===== src/design/rpp_pkg.sv =====
// Package for the RTP packetizer: shared types, constants and header byte selection.
`timescale 1ns / 1ps

package rpp_pkg;

  localparam int unsigned FRAME_LENGTH_BITS_DEF = 24;
  localparam int unsigned QUEUE_DEPTH_DEF       = 2;

  localparam logic [6:0]  PAYLOAD_TYPE_RST = 7'd96;
  localparam logic [31:0] SSRC_RST         = 32'd0;
  localparam logic [15:0] MAX_PAYLOAD_RST  = 16'd1300;

  localparam logic [7:0]  RTP_V2_BYTE = 8'h80;
  localparam int unsigned HDR_BYTES   = 12;
  localparam int unsigned HDR_IDX_W   = 4;

  localparam int unsigned CFG_IDX_W  = 2;
  localparam int unsigned CFG_DATA_W = 32;

  typedef enum logic [CFG_IDX_W-1:0] {
    CFG_PAYLOAD_TYPE = 2'd0,
    CFG_SSRC         = 2'd1,
    CFG_MAX_PAYLOAD  = 2'd2
  } rpp_cfg_idx_e;

  // One queued word: a payload byte plus its header fields, all but the SSRC.
  typedef struct packed {
    logic [7:0]  data;
    logic        hdr;
    logic        marker;
    logic [6:0]  ptype;
    logic [15:0] seq;
    logic [31:0] ts;
    logic        pkt_last;
    logic        frm_last;
  } rpp_entry_t;

  function automatic logic [7:0] hdr_byte(
    input logic [HDR_IDX_W-1:0] idx,
    input logic                 marker,
    input logic [6:0]           ptype,
    input logic [15:0]          seq,
    input logic [31:0]          ts,
    input logic [31:0]          ssrc
  );
    logic [7:0] b;
    case (idx)
      4'd0:    b = RTP_V2_BYTE;
      4'd1:    b = {marker, ptype};
      4'd2:    b = seq[15:8];
      4'd3:    b = seq[7:0];
      4'd4:    b = ts[31:24];
      4'd5:    b = ts[23:16];
      4'd6:    b = ts[15:8];
      4'd7:    b = ts[7:0];
      4'd8:    b = ssrc[31:24];
      4'd9:    b = ssrc[23:16];
      4'd10:   b = ssrc[15:8];
      4'd11:   b = ssrc[7:0];
      default: b = 8'h00;
    endcase
    return b;
  endfunction

endpackage


===== src/design/rpp_ifs.sv =====
// Handshake interfaces for the packetizer's input, output and configuration channels.
`timescale 1ns / 1ps

interface rpp_in_if;
  logic        valid;
  logic        ready;
  logic [7:0]  payload_byte;
  logic [23:0] frame_bytes;
  logic [31:0] frame_timestamp;
  logic [15:0] first_sequence;

  modport source (output valid, payload_byte, frame_bytes, frame_timestamp, first_sequence,
                  input ready);
  modport sink (input valid, payload_byte, frame_bytes, frame_timestamp, first_sequence,
                output ready);
endinterface

interface rpp_out_if;
  logic       valid;
  logic       ready;
  logic [7:0] out_byte;
  logic       packet_last;
  logic       frame_last;

  modport source (output valid, out_byte, packet_last, frame_last, input ready);
  modport sink (input valid, out_byte, packet_last, frame_last, output ready);
endinterface

interface rpp_cfg_if;
  logic                           valid;
  logic                           ready;
  logic [rpp_pkg::CFG_IDX_W-1:0]  index;
  logic [rpp_pkg::CFG_DATA_W-1:0] data;

  modport source (output valid, index, data, input ready);
  modport sink (input valid, index, data, output ready);
endinterface


===== src/design/rtp_payload_packetizer.sv =====
// An accepted byte goes into the queue, then the output register; the header bytes lead
// it when it opens a chunk. Throughput: one output word per cycle while out_o is ready;
// the input takes one byte per cycle but stalls on a full queue, as while the header goes out.
// Reset: frame, chunk, queue and output state clear; payload type 96, SSRC 0, limit 1300.
// Configuration writes are taken every cycle.
`timescale 1ns / 1ps

module rtp_payload_packetizer #(
  parameter int unsigned FRAME_LENGTH_BITS = rpp_pkg::FRAME_LENGTH_BITS_DEF,
  parameter int unsigned QUEUE_DEPTH       = rpp_pkg::QUEUE_DEPTH_DEF
) (
  input  logic       clk_i,
  input  logic       rst_ni,
  rpp_in_if.sink     in_i,
  rpp_out_if.source  out_o,
  rpp_cfg_if.sink    cfg_i
);

  logic [6:0]  ptype_q, ptype_d;
  logic [31:0] ssrc_q, ssrc_d;
  logic [15:0] limit_q, limit_d;

  logic                push_valid, push_ready, pop_valid, pop_ready;
  rpp_pkg::rpp_entry_t push_entry, pop_entry;

  always_comb begin
    cfg_i.ready = 1'b1;
    ptype_d     = ptype_q;
    ssrc_d      = ssrc_q;
    limit_d     = limit_q;
    if (cfg_i.valid) begin
      case (rpp_pkg::rpp_cfg_idx_e'(cfg_i.index))
        rpp_pkg::CFG_PAYLOAD_TYPE: ptype_d = cfg_i.data[6:0];
        rpp_pkg::CFG_SSRC:         ssrc_d  = cfg_i.data;
        rpp_pkg::CFG_MAX_PAYLOAD:  limit_d = cfg_i.data[15:0];
        default: ; // drop writes to unknown registers
      endcase
    end
  end

  always_ff @(posedge clk_i or negedge rst_ni) begin
    if (!rst_ni) begin
      ptype_q <= rpp_pkg::PAYLOAD_TYPE_RST;
      ssrc_q  <= rpp_pkg::SSRC_RST;
      limit_q <= rpp_pkg::MAX_PAYLOAD_RST;
    end else begin
      ptype_q <= ptype_d;
      ssrc_q  <= ssrc_d;
      limit_q <= limit_d;
    end
  end

  rpp_front #(
    .FRAME_LENGTH_BITS(FRAME_LENGTH_BITS)
  ) u_front (
    .clk_i         (clk_i),
    .rst_ni        (rst_ni),
    .in_s          (in_i),
    .payload_type_i(ptype_q),
    .max_payload_i (limit_q),
    .push_valid_o  (push_valid),
    .push_ready_i  (push_ready),
    .push_entry_o  (push_entry)
  );

  rpp_queue #(
    .DEPTH(QUEUE_DEPTH)
  ) u_queue (
    .clk_i       (clk_i),
    .rst_ni      (rst_ni),
    .push_valid_i(push_valid),
    .push_ready_o(push_ready),
    .push_entry_i(push_entry),
    .pop_valid_o (pop_valid),
    .pop_ready_i (pop_ready),
    .pop_entry_o (pop_entry)
  );

  rpp_back u_back (
    .clk_i      (clk_i),
    .rst_ni     (rst_ni),
    .pop_valid_i(pop_valid),
    .pop_ready_o(pop_ready),
    .pop_entry_i(pop_entry),
    .ssrc_i     (ssrc_q),
    .out_s      (out_o)
  );

`ifndef SYNTH
  // A frame only ends on a packet boundary.
  a_frame_end_is_packet_end: assert property (@(posedge clk_i) disable iff (!rst_ni)
    out_o.valid && out_o.frame_last |-> out_o.packet_last)
    else $error("frame_last without packet_last");

  // The word after a packet's last byte opens the next header.
  a_header_follows_packet: assert property (@(posedge clk_i) disable iff (!rst_ni)
    out_o.valid && out_o.ready && out_o.packet_last |=>
      !out_o.valid || (out_o.out_byte == rpp_pkg::RTP_V2_BYTE && !out_o.packet_last))
    else $error("packet not followed by RTP header");

  // Header bytes drain only from a word that opens a chunk.
  a_pop_header_word: assert property (@(posedge clk_i) disable iff (!rst_ni)
    pop_valid && !pop_ready && out_o.ready |-> pop_entry.hdr)
    else $error("queue word held back without a header");
`endif

endmodule


===== src/design/rpp_front.sv =====
// Front end: accepts payload bytes, tracks frame and chunk position, builds queue words.
`timescale 1ns / 1ps

module rpp_front #(
  parameter int unsigned FRAME_LENGTH_BITS = rpp_pkg::FRAME_LENGTH_BITS_DEF
) (
  input  logic                clk_i,
  input  logic                rst_ni,
  rpp_in_if.sink              in_s,
  input  logic [6:0]          payload_type_i,
  input  logic [15:0]         max_payload_i,
  output logic                push_valid_o,
  input  logic                push_ready_i,
  output rpp_pkg::rpp_entry_t push_entry_o
);

  localparam int unsigned FLB = FRAME_LENGTH_BITS;

  logic [FLB-1:0] offset_q, offset_d;
  logic [FLB-1:0] len_q, len_d;
  logic [15:0]    fill_q, fill_d;
  logic [15:0]    seq_q, seq_d;
  logic [31:0]    ts_q, ts_d;

  logic           start, hdr, marker, frm_end, pkt_end, accept;
  logic [FLB-1:0] flen_raw, flen, remaining, offset_inc;
  logic [15:0]    limit, fill, fill_inc, seq;
  logic [31:0]    ts;

  always_comb begin
    start    = (offset_q == '0);
    flen_raw = FLB'(in_s.frame_bytes);
    // A zero length counts as a one-byte frame.
    if (start) begin
      flen = (flen_raw == '0) ? FLB'(1) : flen_raw;
    end else begin
      flen = len_q;
    end
    ts    = start ? in_s.frame_timestamp : ts_q;
    seq   = start ? in_s.first_sequence : seq_q;
    fill  = start ? 16'd0 : fill_q;
    limit = (max_payload_i == 16'd0) ? 16'd1 : max_payload_i;

    hdr        = (fill == 16'd0);
    remaining  = flen - offset_q;
    marker     = (remaining <= FLB'(limit));
    offset_inc = offset_q + FLB'(1);
    fill_inc   = fill + 16'd1;
    frm_end    = (offset_inc == flen);
    pkt_end    = frm_end || (fill_inc >= limit);

    push_entry_o.data     = in_s.payload_byte;
    push_entry_o.hdr      = hdr;
    push_entry_o.marker   = marker;
    push_entry_o.ptype    = payload_type_i;
    push_entry_o.seq      = seq;
    push_entry_o.ts       = ts;
    push_entry_o.pkt_last = pkt_end;
    push_entry_o.frm_last = frm_end;

    push_valid_o = in_s.valid;
    in_s.ready   = push_ready_i;
    accept       = in_s.valid && push_ready_i;

    offset_d = offset_q;
    len_d    = len_q;
    fill_d   = fill_q;
    seq_d    = seq_q;
    ts_d     = ts_q;
    if (accept) begin
      offset_d = frm_end ? '0 : offset_inc;
      len_d    = flen;
      fill_d   = pkt_end ? 16'd0 : fill_inc;
      seq_d    = hdr ? (seq + 16'd1) : seq;
      ts_d     = ts;
    end
  end

  always_ff @(posedge clk_i or negedge rst_ni) begin
    if (!rst_ni) begin
      offset_q <= '0;
      len_q    <= '0;
      fill_q   <= 16'd0;
      seq_q    <= 16'd0;
      ts_q     <= 32'd0;
    end else begin
      offset_q <= offset_d;
      len_q    <= len_d;
      fill_q   <= fill_d;
      seq_q    <= seq_d;
      ts_q     <= ts_d;
    end
  end

endmodule


===== src/design/rpp_queue.sv =====
// Short word queue between the front end and the header/payload emitter.
`timescale 1ns / 1ps

module rpp_queue #(
  parameter int unsigned DEPTH = rpp_pkg::QUEUE_DEPTH_DEF
) (
  input  logic                clk_i,
  input  logic                rst_ni,
  input  logic                push_valid_i,
  output logic                push_ready_o,
  input  rpp_pkg::rpp_entry_t push_entry_i,
  output logic                pop_valid_o,
  input  logic                pop_ready_i,
  output rpp_pkg::rpp_entry_t pop_entry_o
);

  localparam int unsigned PW = $clog2(DEPTH);
  localparam int unsigned CW = $clog2(DEPTH + 1);

  rpp_pkg::rpp_entry_t mem_q [DEPTH];
  logic [PW-1:0] wr_ptr_q, wr_ptr_d, rd_ptr_q, rd_ptr_d;
  logic [CW-1:0] cnt_q, cnt_d;
  logic          push, pop;

  always_comb begin
    push_ready_o = (cnt_q != CW'(DEPTH));
    pop_valid_o  = (cnt_q != '0);
    pop_entry_o  = mem_q[rd_ptr_q];
    push         = push_valid_i && push_ready_o;
    pop          = pop_valid_o && pop_ready_i;

    wr_ptr_d = wr_ptr_q;
    rd_ptr_d = rd_ptr_q;
    cnt_d    = cnt_q;
    if (push) begin
      wr_ptr_d = (wr_ptr_q == PW'(DEPTH - 1)) ? '0 : wr_ptr_q + PW'(1);
    end
    if (pop) begin
      rd_ptr_d = (rd_ptr_q == PW'(DEPTH - 1)) ? '0 : rd_ptr_q + PW'(1);
    end
    if (push && !pop) begin
      cnt_d = cnt_q + CW'(1);
    end else if (pop && !push) begin
      cnt_d = cnt_q - CW'(1);
    end
  end

  always_ff @(posedge clk_i or negedge rst_ni) begin
    if (!rst_ni) begin
      wr_ptr_q <= '0;
      rd_ptr_q <= '0;
      cnt_q    <= '0;
    end else begin
      wr_ptr_q <= wr_ptr_d;
      rd_ptr_q <= rd_ptr_d;
      cnt_q    <= cnt_d;
    end
  end

  always_ff @(posedge clk_i) begin
    if (push) begin
      mem_q[wr_ptr_q] <= push_entry_i;
    end
  end

endmodule


===== src/design/rpp_back.sv =====
// Back end: expands each queue word into its payload byte, led by the header bytes when it opens a chunk.
`timescale 1ns / 1ps

module rpp_back (
  input  logic                clk_i,
  input  logic                rst_ni,
  input  logic                pop_valid_i,
  output logic                pop_ready_o,
  input  rpp_pkg::rpp_entry_t pop_entry_i,
  input  logic [31:0]         ssrc_i,
  rpp_out_if.source           out_s
);

  localparam int unsigned IW = rpp_pkg::HDR_IDX_W;

  logic [IW-1:0] idx_q, idx_d;
  logic          out_valid_q, out_valid_d;
  logic [7:0]    out_byte_q, out_byte_d;
  logic          pkt_last_q, pkt_last_d;
  logic          frm_last_q, frm_last_d;
  logic          load_ok, hdr_phase, emit;

  always_comb begin
    load_ok     = !out_valid_q || out_s.ready;
    hdr_phase   = pop_entry_i.hdr && (idx_q != IW'(rpp_pkg::HDR_BYTES));
    emit        = pop_valid_i && load_ok;
    // Release the word only once its payload byte goes out.
    pop_ready_o = load_ok && !hdr_phase;

    out_valid_d = out_valid_q && !out_s.ready;
    out_byte_d  = out_byte_q;
    pkt_last_d  = pkt_last_q;
    frm_last_d  = frm_last_q;
    idx_d       = idx_q;
    if (emit) begin
      out_valid_d = 1'b1;
      if (hdr_phase) begin
        out_byte_d = rpp_pkg::hdr_byte(idx_q, pop_entry_i.marker, pop_entry_i.ptype,
                                       pop_entry_i.seq, pop_entry_i.ts, ssrc_i);
        pkt_last_d = 1'b0;
        frm_last_d = 1'b0;
        idx_d      = idx_q + IW'(1);
      end else begin
        out_byte_d = pop_entry_i.data;
        pkt_last_d = pop_entry_i.pkt_last;
        frm_last_d = pop_entry_i.frm_last;
        idx_d      = '0;
      end
    end

    out_s.valid       = out_valid_q;
    out_s.out_byte    = out_byte_q;
    out_s.packet_last = pkt_last_q;
    out_s.frame_last  = frm_last_q;
  end

  always_ff @(posedge clk_i or negedge rst_ni) begin
    if (!rst_ni) begin
      idx_q       <= '0;
      out_valid_q <= 1'b0;
    end else begin
      idx_q       <= idx_d;
      out_valid_q <= out_valid_d;
    end
  end

  always_ff @(posedge clk_i) begin
    out_byte_q <= out_byte_d;
    pkt_last_q <= pkt_last_d;
    frm_last_q <= frm_last_d;
  end

endmodule

===== src/flat_wrapper.sv =====
// flat-port wrapper written by rule: the top's interface ports become plain ports
module rtp_payload_packetizer_flat 
#(
  parameter int unsigned FRAME_LENGTH_BITS = rpp_pkg::FRAME_LENGTH_BITS_DEF,
  parameter int unsigned QUEUE_DEPTH       = rpp_pkg::QUEUE_DEPTH_DEF
)
  (clk_i, rst_ni, in_i_valid, in_i_payload_byte, in_i_frame_bytes, in_i_frame_timestamp, in_i_first_sequence, in_i_ready, out_o_valid, out_o_out_byte, out_o_packet_last, out_o_frame_last, out_o_ready, cfg_i_valid, cfg_i_index, cfg_i_data, cfg_i_ready);
  rpp_in_if in_i_i ();
  rpp_out_if out_o_i ();
  rpp_cfg_if cfg_i_i ();
  input  logic clk_i;
  input  logic rst_ni;
  input wire logic [$bits(in_i_i.valid)-1:0] in_i_valid;
  input wire logic [$bits(in_i_i.payload_byte)-1:0] in_i_payload_byte;
  input wire logic [$bits(in_i_i.frame_bytes)-1:0] in_i_frame_bytes;
  input wire logic [$bits(in_i_i.frame_timestamp)-1:0] in_i_frame_timestamp;
  input wire logic [$bits(in_i_i.first_sequence)-1:0] in_i_first_sequence;
  output wire logic [$bits(in_i_i.ready)-1:0] in_i_ready;
  output wire logic [$bits(out_o_i.valid)-1:0] out_o_valid;
  output wire logic [$bits(out_o_i.out_byte)-1:0] out_o_out_byte;
  output wire logic [$bits(out_o_i.packet_last)-1:0] out_o_packet_last;
  output wire logic [$bits(out_o_i.frame_last)-1:0] out_o_frame_last;
  input wire logic [$bits(out_o_i.ready)-1:0] out_o_ready;
  input wire logic [$bits(cfg_i_i.valid)-1:0] cfg_i_valid;
  input wire logic [$bits(cfg_i_i.index)-1:0] cfg_i_index;
  input wire logic [$bits(cfg_i_i.data)-1:0] cfg_i_data;
  output wire logic [$bits(cfg_i_i.ready)-1:0] cfg_i_ready;
  assign in_i_i.valid = in_i_valid;
  assign in_i_i.payload_byte = in_i_payload_byte;
  assign in_i_i.frame_bytes = in_i_frame_bytes;
  assign in_i_i.frame_timestamp = in_i_frame_timestamp;
  assign in_i_i.first_sequence = in_i_first_sequence;
  assign in_i_ready = in_i_i.ready;
  assign out_o_valid = out_o_i.valid;
  assign out_o_out_byte = out_o_i.out_byte;
  assign out_o_packet_last = out_o_i.packet_last;
  assign out_o_frame_last = out_o_i.frame_last;
  assign out_o_i.ready = out_o_ready;
  assign cfg_i_i.valid = cfg_i_valid;
  assign cfg_i_i.index = cfg_i_index;
  assign cfg_i_i.data = cfg_i_data;
  assign cfg_i_ready = cfg_i_i.ready;
  rtp_payload_packetizer #(.FRAME_LENGTH_BITS(FRAME_LENGTH_BITS), .QUEUE_DEPTH(QUEUE_DEPTH)) u_core (.clk_i(clk_i), .rst_ni(rst_ni), .in_i(in_i_i), .out_o(out_o_i), .cfg_i(cfg_i_i));
endmodule

===== config.mk =====
export PLATFORM = sky130hd
export DESIGN_NAME = rtp_payload_packetizer_flat
export DESIGN_NICKNAME = d
export VERILOG_FILES = /design/src/design/rpp_pkg.sv /design/src/design/rpp_ifs.sv /design/src/design/rtp_payload_packetizer.sv /design/src/design/rpp_front.sv /design/src/design/rpp_queue.sv /design/src/design/rpp_back.sv /design/src/flat_wrapper.sv
export SDC_FILE = /design/constraint.sdc
export NUM_CORES = 1
export LEC_CHECK = 0
export ABC_CLOCK_PERIOD_IN_PS = 12400
export BUFFER_PORTS_ARGS = -buffer_cell sky130_fd_sc_hd__buf_2
export CAP_MARGIN = 15
export CELL_PAD_IN_SITES_DETAIL_PLACEMENT = 1
export CELL_PAD_IN_SITES_GLOBAL_PLACEMENT = 1
export CORE_MARGIN = 1.5
export CORE_UTILIZATION = 52
export DETAILED_ROUTE_END_ITERATION = 8
export PLACE_DENSITY = 0.91
export SLEW_MARGIN = 10
export SYNTH_ARGS = -nofsm -noshare
export SYNTH_HDL_FRONTEND = slang
export SYNTH_HIERARCHICAL = 1
export SYNTH_SLANG_ARGS = --single-unit

===== constraint.sdc =====
create_clock -name clk_i -period 12.4 [get_ports clk_i]
set_input_delay 0 -clock clk_i [delete_from_list [all_inputs] [get_ports clk_i]]
set_output_delay 0 -clock clk_i [all_outputs]
set_load 0.03 [all_outputs]

== Word level (Yosys, flattened, before mapping) ==
Memory sizes are Yosys's and may differ from the RTL's.
Cells that the tools add are included.

* ROM bits: 0
* Memories: 1
* Output and inout bits: 13
* Input bits: 119
* Word-level logic and storage cells: 89
* Latch bits: 0
* RAM bits: 134
* Register bits after elaboration: 186

* Reductions and logical operators: 26
* Shifts and indexed selects: 0
* Bitwise operators: 0
* Muxes and demuxes: 19
* Equality and inequality tests: 16
* Multipliers: 0
* $add $sub $neg: 9
* Divide/modulo/power cells: 0
* $lt $le $gt $ge: 2

{| class="wikitable"
|+ Memories
! memory !! words !! width !! read ports !! clocked after Yosys merged registers in !! wr ports !! line !! RTL
|-
| u_core.u_queue.mem_q || 2 || 67 || 1 || 0 || 1 || rpp_queue.sv:20 || <nowiki>rpp_pkg::rpp_entry_t mem_q [DEPTH];</nowiki>
|}

{| class="wikitable"
|+ Operators by type and width
! kind !! count
|-
| 8-bit case mux with 12 select lines || 1
|-
| 16-bit 2-to-1 mux || 5
|-
| 24-bit 2-to-1 mux || 3
|-
| 24-bit logical NOT || 2
|-
| 16-bit by 1-bit adder with 16-bit output, second input constant || 2
|-
| 16-bit logical NOT || 2
|-
| 32-bit 2-to-1 mux || 1
|-
| 24-bit by 1-bit adder with 24-bit output, second input constant || 1
|-
| 24-bit equality test || 1
|-
| 24-bit by 16-bit less-or-equal comparator with 1-bit output || 1
|-
| 24-bit subtractor || 1
|-
| 4-bit by 3-bit equality test with 1-bit output, second input constant || 4
|-
| 4-bit equality test, second input constant || 4
|-
| 16-bit greater-or-equal comparator || 1
|-
| 4-bit by 2-bit equality test with 1-bit output, second input constant || 2
|-
| 1-bit logical AND || 8
|-
| 8-bit 2-to-1 mux || 1
|-
| 2-bit AND reduction || 3
|-
| 1-bit logical NOT || 5
|-
| 1-bit 2-to-1 mux || 5
|-
| 4-bit by 1-bit adder with 4-bit output, second input constant || 1
|-
| 4-bit by 1-bit equality test with 1-bit output, second input constant || 1
|-
| 4-bit logical NOT || 1
|-
| 2-bit 2-to-1 mux || 2
|-
| other kinds (11) || 14
|}

== Longest topological paths before layout ==
* Depth in word-level cells: 8
* Mapped depth: 32
* Gate-level depth less buffers: 28

== Hierarchy ==
Netlist, hierarchy kept.

{| class="wikitable"
|+ Modules (own cells, without submodules)
! module !! cells an instance !! area each (µm²) !! sequential area each (µm²) !! times used
|-
| rpp_front || 1117 || 8891.0 || 2802.7 || 1
|-
| rpp_queue || 227 || 5119.9 || 4124.0 || 1
|-
| rtp_payload_packetizer || 119 || 2107.0 || 1383.8 || 1
|-
| rpp_back || 168 || 1417.6 || 425.4 || 1
|}

== Worst setup path before layout ==
OpenSTA, ideal clock, no wires.

* Path type: reg-to-reg
* From: register u_core.u_front.offset_q[7]
* To: memory u_core/u_queue/mem_q[0][57] in the netlist's numbering (data pin)
* Arrival: 5.810 ns
* Library setup time: 0.128 ns
* Stages on the path, launching flop included: 31
* Path buffers: 5
* Period minus slack after synthesis: 5.938 ns
* Slack: 6.462 ns
* Required time: 12.272 ns
* Cell sequence: dfrtp_1 -> buf_6 -> nor4_2 -> nand4_1 -> nor2_2 -> buf_4 -> buf_6 -> clkbuf_1 -> o21ai_0 -> o22ai_1 -> ha_1 -> inv_1 -> fa_1 -> a21o_1 -> a21oi_1 -> o21bai_1 -> a21oi_1 -> o21ai_0 -> nand2_1 -> nand2b_1 -> a21oi_1 -> xnor2_1 -> ha_1 -> o21ai_0 -> a21oi_1 -> a21oi_1 -> a22oi_1 -> a2111o_1 -> or4_1 -> nor4_1 -> buf_4

* Longest elaborated chain between the ends: 4

{| class="wikitable"
|+ Ends and longest elaborated chain
! what !! line !! RTL
|-
| start: declaration || rpp_front.sv:19 || <nowiki>logic [FLB-1:0] offset_q, offset_d;</nowiki>
|-
| start signal: assignment || rpp_front.sv:87 || <nowiki>offset_q <= offset_d;</nowiki>
|-
| 24-bit logical NOT || rpp_front.sv:31 || <nowiki>start = (offset_q == '0);</nowiki>
|-
| 24-bit 2-to-1 mux || rpp_front.sv:34 || <nowiki>if (start) begin</nowiki>
|-
| 24-bit subtractor (*) || rpp_front.sv:45 || <nowiki>remaining = flen - offset_q;</nowiki>
|-
| 24-bit by 16-bit less-or-equal comparator with 1-bit output (*) || rpp_front.sv:46 || <nowiki>marker = (remaining <= FLB'(limit));</nowiki>
|-
| via u_core.u_front.marker || rpp_front.sv:25 || <nowiki>logic start, hdr, marker, frm_end, pkt_end, accept;</nowiki>
|-
| end: declaration || rpp_queue.sv:20 ||
|}

Mark *: on every way through the listed nets, which the timed path passes. The rest lies on a longest branch.

==> results.yml <==
cells_and_area:
  drive_gt1_share_pct: 19.35
  final_nets: 2008
  fin_util_pct: 61.66
  areaGrowthSynthToFinish_pct: 17.32
  nFillCells: 3513
run_status:
  status: "finished, violations left"
  violations: "design-rule violations"
critical_path:
  r2r_cells: 26
  crit_fanout: 39
  crit_path_end_kind: "flop"
  worst-r2r-setup-slack_ns: 3.95
  required_ns: 12.66
  arrival_ns: 8.71
  timing.rr.start: "u_core/u_front/offset_q[7]"
  cp-endpoint: "u_core/u_queue/mem_q[1][57]"
  crit_start: "u_core/u_front/offset_q[7]"
  critPathLaunchType: "flop"
  path_class: "reg2reg"
  reg2reg_to: "u_core/u_queue/mem_q[1][57]"
timing:
  setup_viol: 0
  slew_violations: 0
  fmax_mhz: 118.4
  holdWs_ns: 0.02967
  fin_setup_tns_ns: 0
  hold_violations: 0
  period_share_pct: 68.12
  worst_slew_pin_slew_ns: 1.250
  slew_headroom_pct: 16.46
  min_period_ns: 8.447
  rsz0062_at_grt: "false"
  finClkSkew_ns: 0.03514
power:
  vdd_drop_max_mv: 0.1092
  leakagePower_nw: 8.782
  p_per_area_nw_per_um2: 213.4
  total_power_mw: 4.390
die:
  std_cell_rows: 67
  io_pins: 132
  start_util_pct: 52.56
  dieArea_um2: 34830
  die_y_um: 186.6
  dieWidth_um: 186.6
  core_um2: 33360
grt:
  grt_max_degree: 106
  antenna_found_initial: 3
  grt_pass1_vias: 16654
  grt_overflow: 0
  grt_usage_pct: 40.07
  grt_pass1_wl_mm: 106.0
synthesis:
  synthArstFlopShare_pct: 55.00
  ys_seq_area_share_pct: 49.82
  synthesis.area_um2: 17540
  ys.flop_type: "dfrtp_1"
  avgSynthCellArea_um2: 10.75
  synth-seq-cells: 320
  synth_edf_count: 144
  yosysWarningCount: 6
  synth_cell_type_count: 80
  syn_inst: 1631
  syn-num-nets: 1816
drt:
  drcViolationCount: 1
  route.vias.total: 15393
  wire_per_inst_um: 30.55
  drt_iter0_drc: 1921
  ant_nets: 0
  firstDrtPassIters: 9
  post_drt_via_cell_ratio: 6.693
  finalWirelength_mm: 70.27
clocking:
  cts_tree: "yes"
  insertion_delay_ns: 0.55
  cts-buffers-inserted: 35
  clk_pin_slew_worst_paths_ns: 0.06
  cts-root-buf: "clkbuf_16"
  cts_htree_levels: 2
  clock_sinks: 320
  post_cts_resized: 0
  clock_path_buffers: 3
worst_hold_path:
  holdCritStartpoint: "in_i_frame_bytes[11]"
  hp-class: "in2reg"
placed_design:
  place_congestion: 0.9030
  port_buffers: 130
  dp_hpwl_mm: 37.51
flow_run:
  maxCapViolCount: 0
metrics by stage:
stage	cells	worst slack (ns)	instance area, um^2
after floorplan	1631	6.462	17540
after global placement	2122	5.023	18250
after detailed placement	2122	4.659	18250
after CTS	2298	4.549	20570
after global routing	2299	3.466	20570
final	2300	3.953	20570
area by class of cell:
class | instances | area (um^2) | area share (%)
antenna | 2 | 5.005 | 0.02433
inverter | 85 | 319.1 | 1.551
tap | 448 | 560.5 | 2.725
clock buffer | 55 | 1105 | 5.370
multi-input combinational | 1125 | 7870 | 38.25
timing repair buffer | 256 | 1883 | 9.153
clock inverter | 9 | 91.34 | 0.4440
sequential | 320 | 8740 | 42.48
timing repair:
| item | in CTS | in global routing |
|---|---|---|
| hold buffers | 112 | 0 |
| buffers inserted | 0 | 0 |
| endpoints found under the hold margin | 322 | 0 |
| endpoints found under the setup margin | 0 | 0 |
state kept, by name, indices dropped and copies added, names as in the netlist, 16 cells and up:
register,flops
u_core/u_front/len_q,24
u_core/u_front/seq_q,16
u_core/u_front/ts_q,32
u_core/ssrc_q,32
u_core/limit_q,16
u_core/u_queue/mem_q,134
u_core/u_front/fill_q,16
u_core/u_front/offset_q,24
cells by family (layout without fill, tap and decap cells):
family	after synthesis	count (layout)	synth area share (%)
fa+ha+maj	66	66	4.752
xor+xnor	91	91	4.702
compound gates	302	302	11.38
buf+inv	186	405	5.408
other cells	1	3	0.02139
flops	320	320	49.82
simple gates	514	514	13.90
mux	151	151	10.02
synth_stat cells, types with 8 or more instances:
master | count | share of area (%)
mux2_4 | 20 | 1.7
buf_4 | 36 | 1.5
a21oi_1 | 44 | 1.3
buf_6 | 8 | 0.51
nor4_1 | 21 | 0.75
o21ai_1 | 13 | 0.37
nand2b_1 | 15 | 0.54
a31oi_1 | 35 | 1.2
nand2_1 | 224 | 4.8
inv_1 | 85 | 1.8
xor2_1 | 23 | 1.1
o22ai_1 | 10 | 0.36
o21ai_0 | 71 | 2.0
a222oi_1 | 9 | 0.51
mux2i_1 | 24 | 1.4
nand4_1 | 22 | 0.78
dfrtp_1 | 170 | 24
buf_2 | 17 | 0.49
a22oi_1 | 15 | 0.64
nor2b_1 | 8 | 0.29
nand3_1 | 38 | 1.1
a22o_1 | 26 | 1.3
nor3_1 | 37 | 1.1
clkbuf_1 | 34 | 0.73
edfxtp_1 | 144 | 25
xnor2_1 | 66 | 3.3
nor2_1 | 99 | 2.1
and3_1 | 9 | 0.32
ha_1 | 65 | 4.6
a21o_1 | 26 | 1.1
mux2_2 | 103 | 6.6
power breakdown:
group	internal [mW]	switching [mW]	leakage, nW
Sequential	1.43	0.222	3.35
Combinational	0.568	1.02	4.84
Clock	0.640	0.503	0.588
Total	2.64	1.75	8.78
worst min path at each step:
stage	endpoint	slack (ns)	cells after the start
after floorplan	u_core/limit_q[0]	-0.30	0
after CTS	u_core/u_front/len_q[1]	0.002	3
after global routing	u_core/u_queue/mem_q[1][41]	0.07	3
after global placement	u_core/u_front/ts_q[7]	0.19	1
final	u_core/u_front/len_q[11]	0.03	3
after detailed placement	u_core/u_front/ts_q[7]	0.20	1
critical path, cell delays in order, from the launching register on:
cell,delay (ns)
dfrtp_1,0.47
nor4_2,0.36
nand4_1,0.57
nor2_4,1.17
buf_4,0.64
o21ai_0,0.25
o22ai_1,0.26
ha_1,0.25
nor2b_1,0.06
o21ai_0,0.23
a21boi_0,0.21
o41ai_1,0.61
nor2b_1,0.10
o21ai_0,0.25
nand3_1,0.10
nor2b_1,0.15
ha_1,0.30
a21o_1,0.18
a21oi_1,0.16
nor2b_1,0.06
o21ai_0,0.15
a21oi_1,0.09
a21oi_1,0.12
a22oi_1,0.17
a2111o_1,0.38
or4_1,0.41
nor4_1,0.41
cells in the final DEF (no fill, tap or decap), types with 6 or more instances in the layout:
master           n
nand2_1        223
dfrtp_1        169
edfxtp_1       144
buf_2          129
dlygate4sd3_1  112
mux2_2         103
nor2_1          98
inv_1           85
o21ai_0         71
xnor2_1         66
ha_1            65
a21oi_1         44
clkbuf_16       38
nand3_1         38
nor3_1          37
a31oi_1         35
a21o_1          26
a22o_1          26
mux2i_1         24
xor2_1          23
nand4_1         22
nor4_1          21
mux2_4          20
nand2b_1        15
a22oi_1         15
buf_4           14
o21ai_1         13
o22ai_1         10
clkbuf_8         9
a222oi_1         9
clkbuf_1         8
and3_1           8
nor2b_1          8
o211ai_1         7
dfstp_2          6
and2_1           6
metal layers:
layer	share of wire (%)	wire (um)	global-route usage [%]
met5	0.013	9	0
met3	8.7	6110	8.445
met1	35	24760	46.08
met4	8.3	5810	28.97
met2	48	33580	66.62
Note: power is estimated with default switching activity, not from simulation.
